$ cat config.mk
export PLATFORM = sky130hd
export DESIGN_NAME = three_zone_heating_controller_unit
export DESIGN_NICKNAME = d
export VERILOG_FILES = /design/src/tzhc_pkg.sv /design/src/three_zone_heating_controller_unit.sv /design/src/tzhc_ctrl.sv /design/src/tzhc_datapath.sv
export SDC_FILE = /design/constraint.sdc
export NUM_CORES = 2
export LEC_CHECK = 0
export BUFFER_PORTS_ARGS = -buffer_cell sky130_fd_sc_hd__buf_4
export CAP_MARGIN = 20
export CELL_PAD_IN_SITES_DETAIL_PLACEMENT = 1
export CELL_PAD_IN_SITES_GLOBAL_PLACEMENT = 2
export CORE_AREA = 5 5 242 479
export DETAILED_ROUTE_END_ITERATION = 10
export DIE_AREA = 0 0 247 484
export PLACE_DENSITY = 0.79
export SYNTH_ARGS = -nofsm -noshare
export SYNTH_HDL_FRONTEND = slang
export SYNTH_SLANG_ARGS = --single-unit
$ cat constraint.sdc
create_clock -name clk -period 6.53 [get_ports clk]
set_input_delay 0.3265 -clock clk [delete_from_list [all_inputs] [get_ports clk]]
set_output_delay 0.3265 -clock clk [all_outputs]
set_load 0.005 [all_outputs]
$ cat src/tzhc_pkg.sv
// Package for the three-zone heating controller.
// Holds field widths, zone and register codes, and the controller/datapath link types.
// No dependencies.
`timescale 1ns / 1ps

package tzhc_pkg;

    localparam int TEMP_W   = 15;
    localparam int DIFF_W   = 16;
    localparam int CFG_A_W  = 3;
    localparam int CFG_D_W  = 16;
    localparam int DB_W     = 10;
    localparam int HY_W     = 9;
    localparam int RATE_W   = 16;
    localparam int THR_W    = 17;
    localparam int DEN_W    = 31;
    localparam int DEN20_W  = 36;
    localparam int LH_W     = 33;
    localparam int NUM_W    = 42;
    localparam int REM_W    = 40;
    localparam int Q_W      = 10;
    localparam int CNT_W    = 4;
    localparam int VALVE_W  = 8;
    localparam int ZONE_W   = 2;
    localparam int IN_W     = 48;
    localparam int OUT_W    = 16;

    localparam logic [CNT_W-1:0]   DIV_LAST_STEP = 4'd9;
    localparam logic [VALVE_W-1:0] VALVE_OPEN    = 8'd180;
    localparam logic [VALVE_W-1:0] VALVE_CLOSED  = 8'd0;

    localparam logic [ZONE_W-1:0] ZONE_COLD = 2'd0;
    localparam logic [ZONE_W-1:0] ZONE_EQ   = 2'd1;
    localparam logic [ZONE_W-1:0] ZONE_WARM = 2'd2;

    localparam logic [CFG_A_W-1:0] REG_TARGET = 3'd0;
    localparam logic [CFG_A_W-1:0] REG_DBAND  = 3'd1;
    localparam logic [CFG_A_W-1:0] REG_HYST   = 3'd2;
    localparam logic [CFG_A_W-1:0] REG_LOSS   = 3'd3;
    localparam logic [CFG_A_W-1:0] REG_GAIN   = 3'd4;

    typedef struct packed {
        logic load;
        logic mul_den;
        logic mul_lh;
        logic calc_num;
        logic div_step;
        logic out_write;
    } cmd_t;

    typedef struct packed {
        logic out_free;
    } sts_t;

endpackage

$ cat src/three_zone_heating_controller_unit.sv
// Each item passes through the accept step, two multiply steps, one numerator step,
// ten steps of the restoring divider and the output write, which waits while the
// output register is busy; a new item is accepted only once the last one is written.
// A waiting result does not block the next item; only a second finished result waits.
// Reset (rst_n, asynchronous, active low) restores the settings and the equilibrium zone.
// Top level: joins tzhc_ctrl and tzhc_datapath; uses tzhc_pkg.
`timescale 1ns / 1ps

module three_zone_heating_controller_unit
(
    input  logic                          clk,
    input  logic                          rst_n,
    input  logic                          cfg_we,
    input  logic [tzhc_pkg::CFG_A_W-1:0]  cfg_addr,
    input  logic [tzhc_pkg::CFG_D_W-1:0]  cfg_wdata,
    input  logic                          s_tvalid,
    output logic                          s_tready,
    // home_temp [14:0], boiler_temp [29:15], outside_temp [44:30], zero fill [47:45]
    input  logic [tzhc_pkg::IN_W-1:0]     s_tdata,
    output logic                          m_tvalid,
    input  logic                          m_tready,
    // pump_on [0], valve_angle [8:1], zone_now [10:9], zero fill [15:11]
    output logic [tzhc_pkg::OUT_W-1:0]    m_tdata
);

    tzhc_pkg::cmd_t cmd;
    tzhc_pkg::sts_t sts;

    tzhc_ctrl u_ctrl
    (
        .clk      (clk),
        .rst_n    (rst_n),
        .s_tvalid (s_tvalid),
        .s_tready (s_tready),
        .cmd      (cmd),
        .sts      (sts)
    );

    tzhc_datapath u_datapath
    (
        .clk       (clk),
        .rst_n     (rst_n),
        .cfg_we    (cfg_we),
        .cfg_addr  (cfg_addr),
        .cfg_wdata (cfg_wdata),
        .s_tdata   (s_tdata),
        .m_tvalid  (m_tvalid),
        .m_tready  (m_tready),
        .m_tdata   (m_tdata),
        .cmd       (cmd),
        .sts       (sts)
    );

endmodule

$ cat src/tzhc_ctrl.sv
// Sequencing state machine of the three-zone heating controller.
// Steps the datapath through multiply, numerator and ten divide steps; uses tzhc_pkg.
`timescale 1ns / 1ps

module tzhc_ctrl
(
    input  logic          clk,
    input  logic          rst_n,
    input  logic          s_tvalid,
    output logic          s_tready,
    output tzhc_pkg::cmd_t cmd,
    input  tzhc_pkg::sts_t sts
);

    localparam logic [2:0] S_IDLE    = 3'd0;
    localparam logic [2:0] S_MUL_DEN = 3'd1;
    localparam logic [2:0] S_MUL_LH  = 3'd2;
    localparam logic [2:0] S_NUM     = 3'd3;
    localparam logic [2:0] S_DIV     = 3'd4;
    localparam logic [2:0] S_FIN     = 3'd5;

    logic [2:0]                  state_reg, state_next;
    logic [tzhc_pkg::CNT_W-1:0]  cnt_reg, cnt_next;

    always_ff @(posedge clk or negedge rst_n)
    begin
        if (!rst_n)
        begin
            state_reg <= S_IDLE;
            cnt_reg   <= '0;
        end
        else
        begin
            state_reg <= state_next;
            cnt_reg   <= cnt_next;
        end
    end

    always_comb
    begin
        state_next = state_reg;
        cnt_next   = cnt_reg;
        cmd        = '0;
        s_tready   = 1'b0;
        unique case (state_reg)
            S_IDLE:
            begin
                s_tready = 1'b1;
                if (s_tvalid)
                begin
                    cmd.load   = 1'b1;
                    state_next = S_MUL_DEN;
                end
            end
            S_MUL_DEN:
            begin
                cmd.mul_den = 1'b1;
                state_next  = S_MUL_LH;
            end
            S_MUL_LH:
            begin
                cmd.mul_lh = 1'b1;
                state_next = S_NUM;
            end
            S_NUM:
            begin
                cmd.calc_num = 1'b1;
                cnt_next     = tzhc_pkg::DIV_LAST_STEP;
                state_next   = S_DIV;
            end
            S_DIV:
            begin
                cmd.div_step = 1'b1;
                if (cnt_reg == '0)
                begin
                    state_next = S_FIN;
                end
                else
                begin
                    cnt_next = cnt_reg - 1'b1;
                end
            end
            S_FIN:
            begin
                if (sts.out_free)
                begin
                    cmd.out_write = 1'b1;
                    state_next    = S_IDLE;
                end
            end
            default:
            begin
                state_next = S_IDLE;
            end
        endcase
    end

    // The divider always runs its full count before a result is offered.
    a_div_to_fin: assert property (@(posedge clk) disable iff (!rst_n)
        (state_reg == S_DIV && cnt_reg == '0) |=> (state_reg == S_FIN))
        else $error("divider did not hand over to the finish step");

    a_accept_starts: assert property (@(posedge clk) disable iff (!rst_n)
        (s_tvalid && s_tready) |=> (state_reg == S_MUL_DEN))
        else $error("accepted transfer did not start the multiply step");

    a_fin_write: assert property (@(posedge clk) disable iff (!rst_n)
        cmd.out_write |-> (state_reg == S_FIN && sts.out_free))
        else $error("result written while output register busy");

endmodule

$ cat src/tzhc_datapath.sv
// Datapath of the three-zone heating controller: settings, zone state,
// multipliers, restoring divider and output register. Uses tzhc_pkg.
`timescale 1ns / 1ps

module tzhc_datapath
(
    input  logic                           clk,
    input  logic                           rst_n,
    input  logic                           cfg_we,
    input  logic [tzhc_pkg::CFG_A_W-1:0]   cfg_addr,
    input  logic [tzhc_pkg::CFG_D_W-1:0]   cfg_wdata,
    input  logic [tzhc_pkg::IN_W-1:0]      s_tdata,
    output logic                           m_tvalid,
    input  logic                           m_tready,
    output logic [tzhc_pkg::OUT_W-1:0]     m_tdata,
    input  tzhc_pkg::cmd_t                 cmd,
    output tzhc_pkg::sts_t                 sts
);

    localparam logic signed [9:0] K200 = 10'sd200;
    localparam logic [4:0]        K20  = 5'd20;

    logic signed [tzhc_pkg::TEMP_W-1:0]  target_reg;
    logic [tzhc_pkg::DB_W-1:0]           dband_reg;
    logic [tzhc_pkg::HY_W-1:0]           hyst_reg;
    logic [tzhc_pkg::RATE_W-1:0]         loss_reg;
    logic [tzhc_pkg::RATE_W-1:0]         gain_reg;
    logic [tzhc_pkg::ZONE_W-1:0]         zone_reg, zone_next;

    logic signed [tzhc_pkg::DIFF_W-1:0]  dlt_reg, ho_reg;
    logic                                dpos_reg;
    logic [tzhc_pkg::DEN_W-1:0]          den_reg;
    logic [tzhc_pkg::DEN20_W-1:0]        den20_reg;
    logic signed [tzhc_pkg::LH_W-1:0]    lh_reg;
    logic                                npos_reg;
    logic [tzhc_pkg::REM_W-1:0]          rem_reg, dsh_reg;
    logic [tzhc_pkg::Q_W-1:0]            q_reg;

    logic                                out_valid_reg;
    logic                                pump_reg;
    logic [tzhc_pkg::VALVE_W-1:0]        valve_reg;
    logic [tzhc_pkg::ZONE_W-1:0]         zout_reg;

    logic signed [tzhc_pkg::TEMP_W-1:0]  home_w, boiler_w, outside_w;
    logic signed [tzhc_pkg::THR_W-1:0]   home_x, tgt_x, db_x, hy_x;
    logic signed [tzhc_pkg::DIFF_W-1:0]  dlt_next;
    logic signed [tzhc_pkg::NUM_W-1:0]   num_w;
    logic                                pump_w;
    logic [tzhc_pkg::VALVE_W-1:0]        valve_w;

    assign home_w    = s_tdata[14:0];
    assign boiler_w  = s_tdata[29:15];
    assign outside_w = s_tdata[44:30];
    assign home_x    = {{2{home_w[14]}}, home_w};
    assign tgt_x     = {{2{target_reg[14]}}, target_reg};
    assign db_x      = {7'b0, dband_reg};
    assign hy_x      = {8'b0, hyst_reg};
    assign dlt_next  = {boiler_w[14], boiler_w} - {home_w[14], home_w};

    always_comb
    begin
        zone_next = zone_reg;
        priority if (zone_reg == tzhc_pkg::ZONE_COLD && home_x > tgt_x - db_x + hy_x)
            zone_next = tzhc_pkg::ZONE_EQ;
        else if (zone_reg == tzhc_pkg::ZONE_WARM && home_x < tgt_x + db_x - hy_x)
            zone_next = tzhc_pkg::ZONE_EQ;
        else if (zone_reg == tzhc_pkg::ZONE_EQ && home_x < tgt_x - db_x - hy_x)
            zone_next = tzhc_pkg::ZONE_COLD;
        else if (zone_reg == tzhc_pkg::ZONE_EQ && home_x > tgt_x + db_x + hy_x)
            zone_next = tzhc_pkg::ZONE_WARM;
        else
            zone_next = zone_reg;
    end

    assign num_w = lh_reg * K200 - $signed({6'b0, den20_reg});

    always_ff @(posedge clk or negedge rst_n)
    begin
        if (!rst_n)
        begin
            target_reg <= 15'sd2100;
            dband_reg  <= 10'd50;
            hyst_reg   <= 9'd10;
            loss_reg   <= 16'd100;
            gain_reg   <= 16'd500;
            zone_reg   <= tzhc_pkg::ZONE_EQ;
        end
        else
        begin
            if (cfg_we)
            begin
                unique case (cfg_addr)
                    tzhc_pkg::REG_TARGET: target_reg <= cfg_wdata[14:0];
                    tzhc_pkg::REG_DBAND:  dband_reg  <= cfg_wdata[9:0];
                    tzhc_pkg::REG_HYST:   hyst_reg   <= cfg_wdata[8:0];
                    tzhc_pkg::REG_LOSS:   loss_reg   <= cfg_wdata;
                    tzhc_pkg::REG_GAIN:   gain_reg   <= cfg_wdata;
                    default:              ;
                endcase
            end
            if (cmd.load)
            begin
                zone_reg <= zone_next;
            end
        end
    end

    always_ff @(posedge clk)
    begin
        if (cmd.load)
        begin
            dlt_reg  <= dlt_next;
            dpos_reg <= !dlt_next[15] && (dlt_next != '0);
            ho_reg   <= {home_w[14], home_w} - {outside_w[14], outside_w};
        end
        if (cmd.mul_den)
        begin
            den_reg <= gain_reg * dlt_reg[14:0];
        end
        if (cmd.mul_lh)
        begin
            den20_reg <= den_reg * K20;
            lh_reg    <= $signed({1'b0, loss_reg}) * ho_reg;
        end
        if (cmd.calc_num)
        begin
            npos_reg <= !num_w[tzhc_pkg::NUM_W-1] && (num_w != '0);
            rem_reg  <= num_w[tzhc_pkg::REM_W-1:0];
            dsh_reg  <= {den_reg, 9'b0};
            q_reg    <= '0;
        end
        if (cmd.div_step)
        begin
            if (rem_reg >= dsh_reg)
            begin
                rem_reg <= rem_reg - dsh_reg;
                q_reg   <= {q_reg[tzhc_pkg::Q_W-2:0], 1'b1};
            end
            else
            begin
                q_reg   <= {q_reg[tzhc_pkg::Q_W-2:0], 1'b0};
            end
            dsh_reg <= dsh_reg >> 1;
        end
    end

    always_comb
    begin
        pump_w  = 1'b1;
        valve_w = tzhc_pkg::VALVE_CLOSED;
        unique case (zone_reg)
            tzhc_pkg::ZONE_COLD:
            begin
                valve_w = tzhc_pkg::VALVE_OPEN;
            end
            tzhc_pkg::ZONE_WARM:
            begin
                pump_w = 1'b0;
            end
            default:
            begin
                if (!dpos_reg || gain_reg == '0 || !npos_reg)
                    valve_w = tzhc_pkg::VALVE_CLOSED;
                else if (q_reg > {2'b0, tzhc_pkg::VALVE_OPEN})
                    valve_w = tzhc_pkg::VALVE_OPEN;
                else
                    valve_w = q_reg[tzhc_pkg::VALVE_W-1:0];
            end
        endcase
    end

    always_ff @(posedge clk or negedge rst_n)
    begin
        if (!rst_n)
        begin
            out_valid_reg <= 1'b0;
        end
        else if (cmd.out_write)
        begin
            out_valid_reg <= 1'b1;
        end
        else if (m_tready)
        begin
            out_valid_reg <= 1'b0;
        end
    end

    always_ff @(posedge clk)
    begin
        if (cmd.out_write)
        begin
            pump_reg  <= pump_w;
            valve_reg <= valve_w;
            zout_reg  <= zone_reg;
        end
    end

    assign sts.out_free = !out_valid_reg || m_tready;
    assign m_tvalid     = out_valid_reg;
    assign m_tdata      = {5'b0, zout_reg, valve_reg, pump_reg};

    a_valve_range: assert property (@(posedge clk) disable iff (!rst_n)
        m_tvalid |-> (valve_reg <= tzhc_pkg::VALVE_OPEN))
        else $error("valve angle beyond full open");

    a_cold_out: assert property (@(posedge clk) disable iff (!rst_n)
        (m_tvalid && zout_reg == tzhc_pkg::ZONE_COLD)
            |-> (pump_reg && valve_reg == tzhc_pkg::VALVE_OPEN))
        else $error("cold zone result without full heating");

    a_warm_out: assert property (@(posedge clk) disable iff (!rst_n)
        (m_tvalid && zout_reg == tzhc_pkg::ZONE_WARM)
            |-> (!pump_reg && valve_reg == tzhc_pkg::VALVE_CLOSED))
        else $error("warm zone result with heating on");

endmodule

==> results.txt <==
Status - finished, violations left
Failing checks - setup timing
Number of global-route vias before repair - 38600
Worst Tran Pin Value - 1.037 ns
DP Area - 46400 um^2
CP delay by family, top - adder cells
Vias/cell - 5.214
Synthesized instance count - 4599
Total track usage - 22.69%
WL/cell - 20.92 um
Die area - 119500 um^2
Commonest cells after routing, fill and taps aside - 684 x inv_1, 591 x ha_1, 500 x nand2_1
CP Capture Type - flip-flop
DR pass1 iterations - 5
Worst-path maximum fanout - 4
CP max stage delay - 0.58 ns
Syn. warnings - 0
First-pass GRT wire length - 211.3 mm
Depth of the most critical reg-to-reg path - 24
Reg2Reg Capture Point - u_datapath.den_reg[29]
DR vias - 33710
Period utilization - 101.6%
Yosys top cell by area - fa_1
Leading post-synthesis cells by cell area - fa_1 20%, ha_1 18%, edfxtp_1 14%, inv_1 6.2%, nand2_1 4.5%
DR DRC count - 0
Post-synth EDFFs - 191
Final global-route overflow total - 0
Root Buffer - clkbuf_16
CP bufs+invs - 4
Clk sinks - 308
Max_cap viols - 0
Max Root-Sink Buffers - 3
WS Path Type - flip-flop to flip-flop
Syn avg cell area - 9.136 um^2
CTS tree - yes
Final hold viol count - 0
Normalized max-slew margin - 30.82%
Critical path, cell by cell - buf_6, nand2_4, fa_1, inv_2, fa_1, inv_1, fa_1, fa_2, fa_2, inv_2, fa_2, ha_4, a21o_1, a21o_1, a21oi_2, o21ai_2, a311o_1, a31o_1, a21o_1, and2_4, o41a_1, a211oi_2, a21oi_2, xor2_1
Worst setup SP type - flip-flop
FFs w/ async S/R, synth - 24.68%
Netlist cell types - 95
Clock Skew - 0.01920 ns
Num CTS Buffers - 38
I/O Pins - 90
Share of cells above drive strength 1 - 14.11%
DP HPWL - 116.3 mm
F_max - 150.7 MHz
Worst Hold Launch - cfg_wdata[2]
Dominant synthesized flop cell - edfxtp_1
Buffers on Ports - 81
Synthesized area - 42020 um^2
CP required - 6.87 ns
Row count - 174
Finished Cell Area - 48610 um^2
Worst Hold End - u_datapath.dband_reg[2]
Max H-tree Level - 2
CTS clk-pin slew, worst paths - 0.06 ns
DRT Wirelength - 135.3 mm
Area delta synth->final - 15.69%
Worst Path Arrival - 6.98 ns
DRT iter0 DRCs - 1121
Reg2reg start - u_datapath.gain_reg[8]
Final setup viols - 2
Post-synth top area share - 19.82%
Initial Utilization - 37.47%
Worst skew pair latency - 0.60 ns
Setup WS post-layout - -0.1065 ns
Final ANT Viol Nets - 0
Min Tclk post-route - 6.637 ns
CP max-delay cell - dfstp_2
Hold path depth - 3
GPL Wtd Cong - 0.9189
Nets - 6030
RSZ-0062 raised after global routing - true
Die Span Y - 484 um
Yosys reg bits - 308
Largest net degree at the start of global routing - 79
R2R Setup Slk - -0.11 ns
Max Slew Vio Count - 0
HP Class - primary input to flip-flop
Initial antenna violation count - 3
Register area share after synthesis - 20.19%
DP Worst Slack - -0.2885 ns
Die width - 247 um
Core Footprint - 112100 um^2
Most common cell after layout, fill and taps aside - inv_1
cells by family (layout without fill, tap and decap cells):
kind of cell / count (synthesis) / count (layout) / synth area share (%)
other: 1 / 7 / 0.008925
xor gates and xnor gates: 263 / 263 / 5.500
and+or+nand+nor: 1268 / 1268 / 14.52
buffers and inverters: 824 / 1189 / 7.433
muxes: 58 / 58 / 1.525
AOI/OAI and AO/OA: 857 / 857 / 13.01
DFF: 308 / 308 / 20.19
adders and majority gates: 1020 / 1020 / 37.81
how the worst max path moves through the flow:
stage,from,endpoint,slack [ns],cells past startpoint
after floorplan,u_datapath.loss_reg[6],u_datapath.lh_reg[31],0.002,26
final,u_datapath.gain_reg[8],u_datapath.den_reg[29],-0.11,24
after global routing,u_datapath.gain_reg[8],u_datapath.den_reg[29],-0.38,24
after global placement,u_datapath.lh_reg[1],u_datapath.rem_reg[39],-0.24,27
after detailed placement,u_datapath.lh_reg[2],u_datapath.rem_reg[39],-0.29,27
after CTS,u_datapath.dlt_reg[3],u_datapath.den_reg[29],-0.12,24
layer usage:
| layer | up-vias | share of wire (%) | GRT usage, % |
|---|---|---|---|
| li1 | 15980 | - | - |
| met1 | 16900 | 32 | 20.14 |
| met2 | 520 | 58 | 47.11 |
| met3 | 314 | 2.1 | 1.810 |
| met4 | 0 | 8.1 | 14.16 |
| met5 | - | 0 | 0 |
synth_stat cells (62+ instances only):
master	number
xor2_1	68
and2_1	217
inv_1	692
xnor2_1	194
edfxtp_1	191
nor2_1	219
o21ai_0	201
a21oi_1	227
nand2b_1	62
ha_1	604
fa_1	416
clkbuf_1	113
a21o_1	108
nand2_1	503
area by class of cell:
| class | instances | area [um^2] |
|---|---|---|
| Antenna cell | 2 | 5.005 |
| Clock inverter | 26 | 299.0 |
| Clock buffer | 44 | 1005 |
| Multi-Input combinational cell | 3471 | 31010 |
| Inverter | 694 | 2605 |
| Sequential cell | 308 | 8491 |
| Fill cell | 12950 | 63510 |
| Tap cell | 1496 | 1872 |
| Timing Repair Buffer | 425 | 3317 |
worst register-to-register path: cells and delay by family, from the launching register on:
family,cells,cell delay [ns]
adders and majority gates,7,3.13
buffers and inverters,4,0.26
and+or+nand+nor,2,0.19
DFF,1,0.58
AOI/OAI and AO/OA,10,2.07
xor gates and xnor gates,1,0.14
stage by stage:
step / hold slack [ns] / util (%) / TNS (ns) / cells
finish: 0.03367 / 43.35 / -0.1955 / 6466
global route: 0.02472 / 43.35 / -1.550 / 6465
CTS: 0.0005030 / 42.90 / -0.3078 / 6443
detailed placement: 0.2710 / 41.38 / -1.563 / 6354
global placement: 0.2698 / 41.38 / -0.9785 / 6354
floorplan: 0.03091 / - / 0 / 4603
what timing repair did:
action	4_1_cts	5_1_grt
endpoints found under the setup margin	13	21
buffers inserted	15	23
hold buffers	4	0
resized for setup	54	74
pin swaps	31	47
endpoints found under the hold margin	24	0
Power is not shown: default switching activity piles up to over one toggle a cycle in this logic, so the estimate is an artifact.
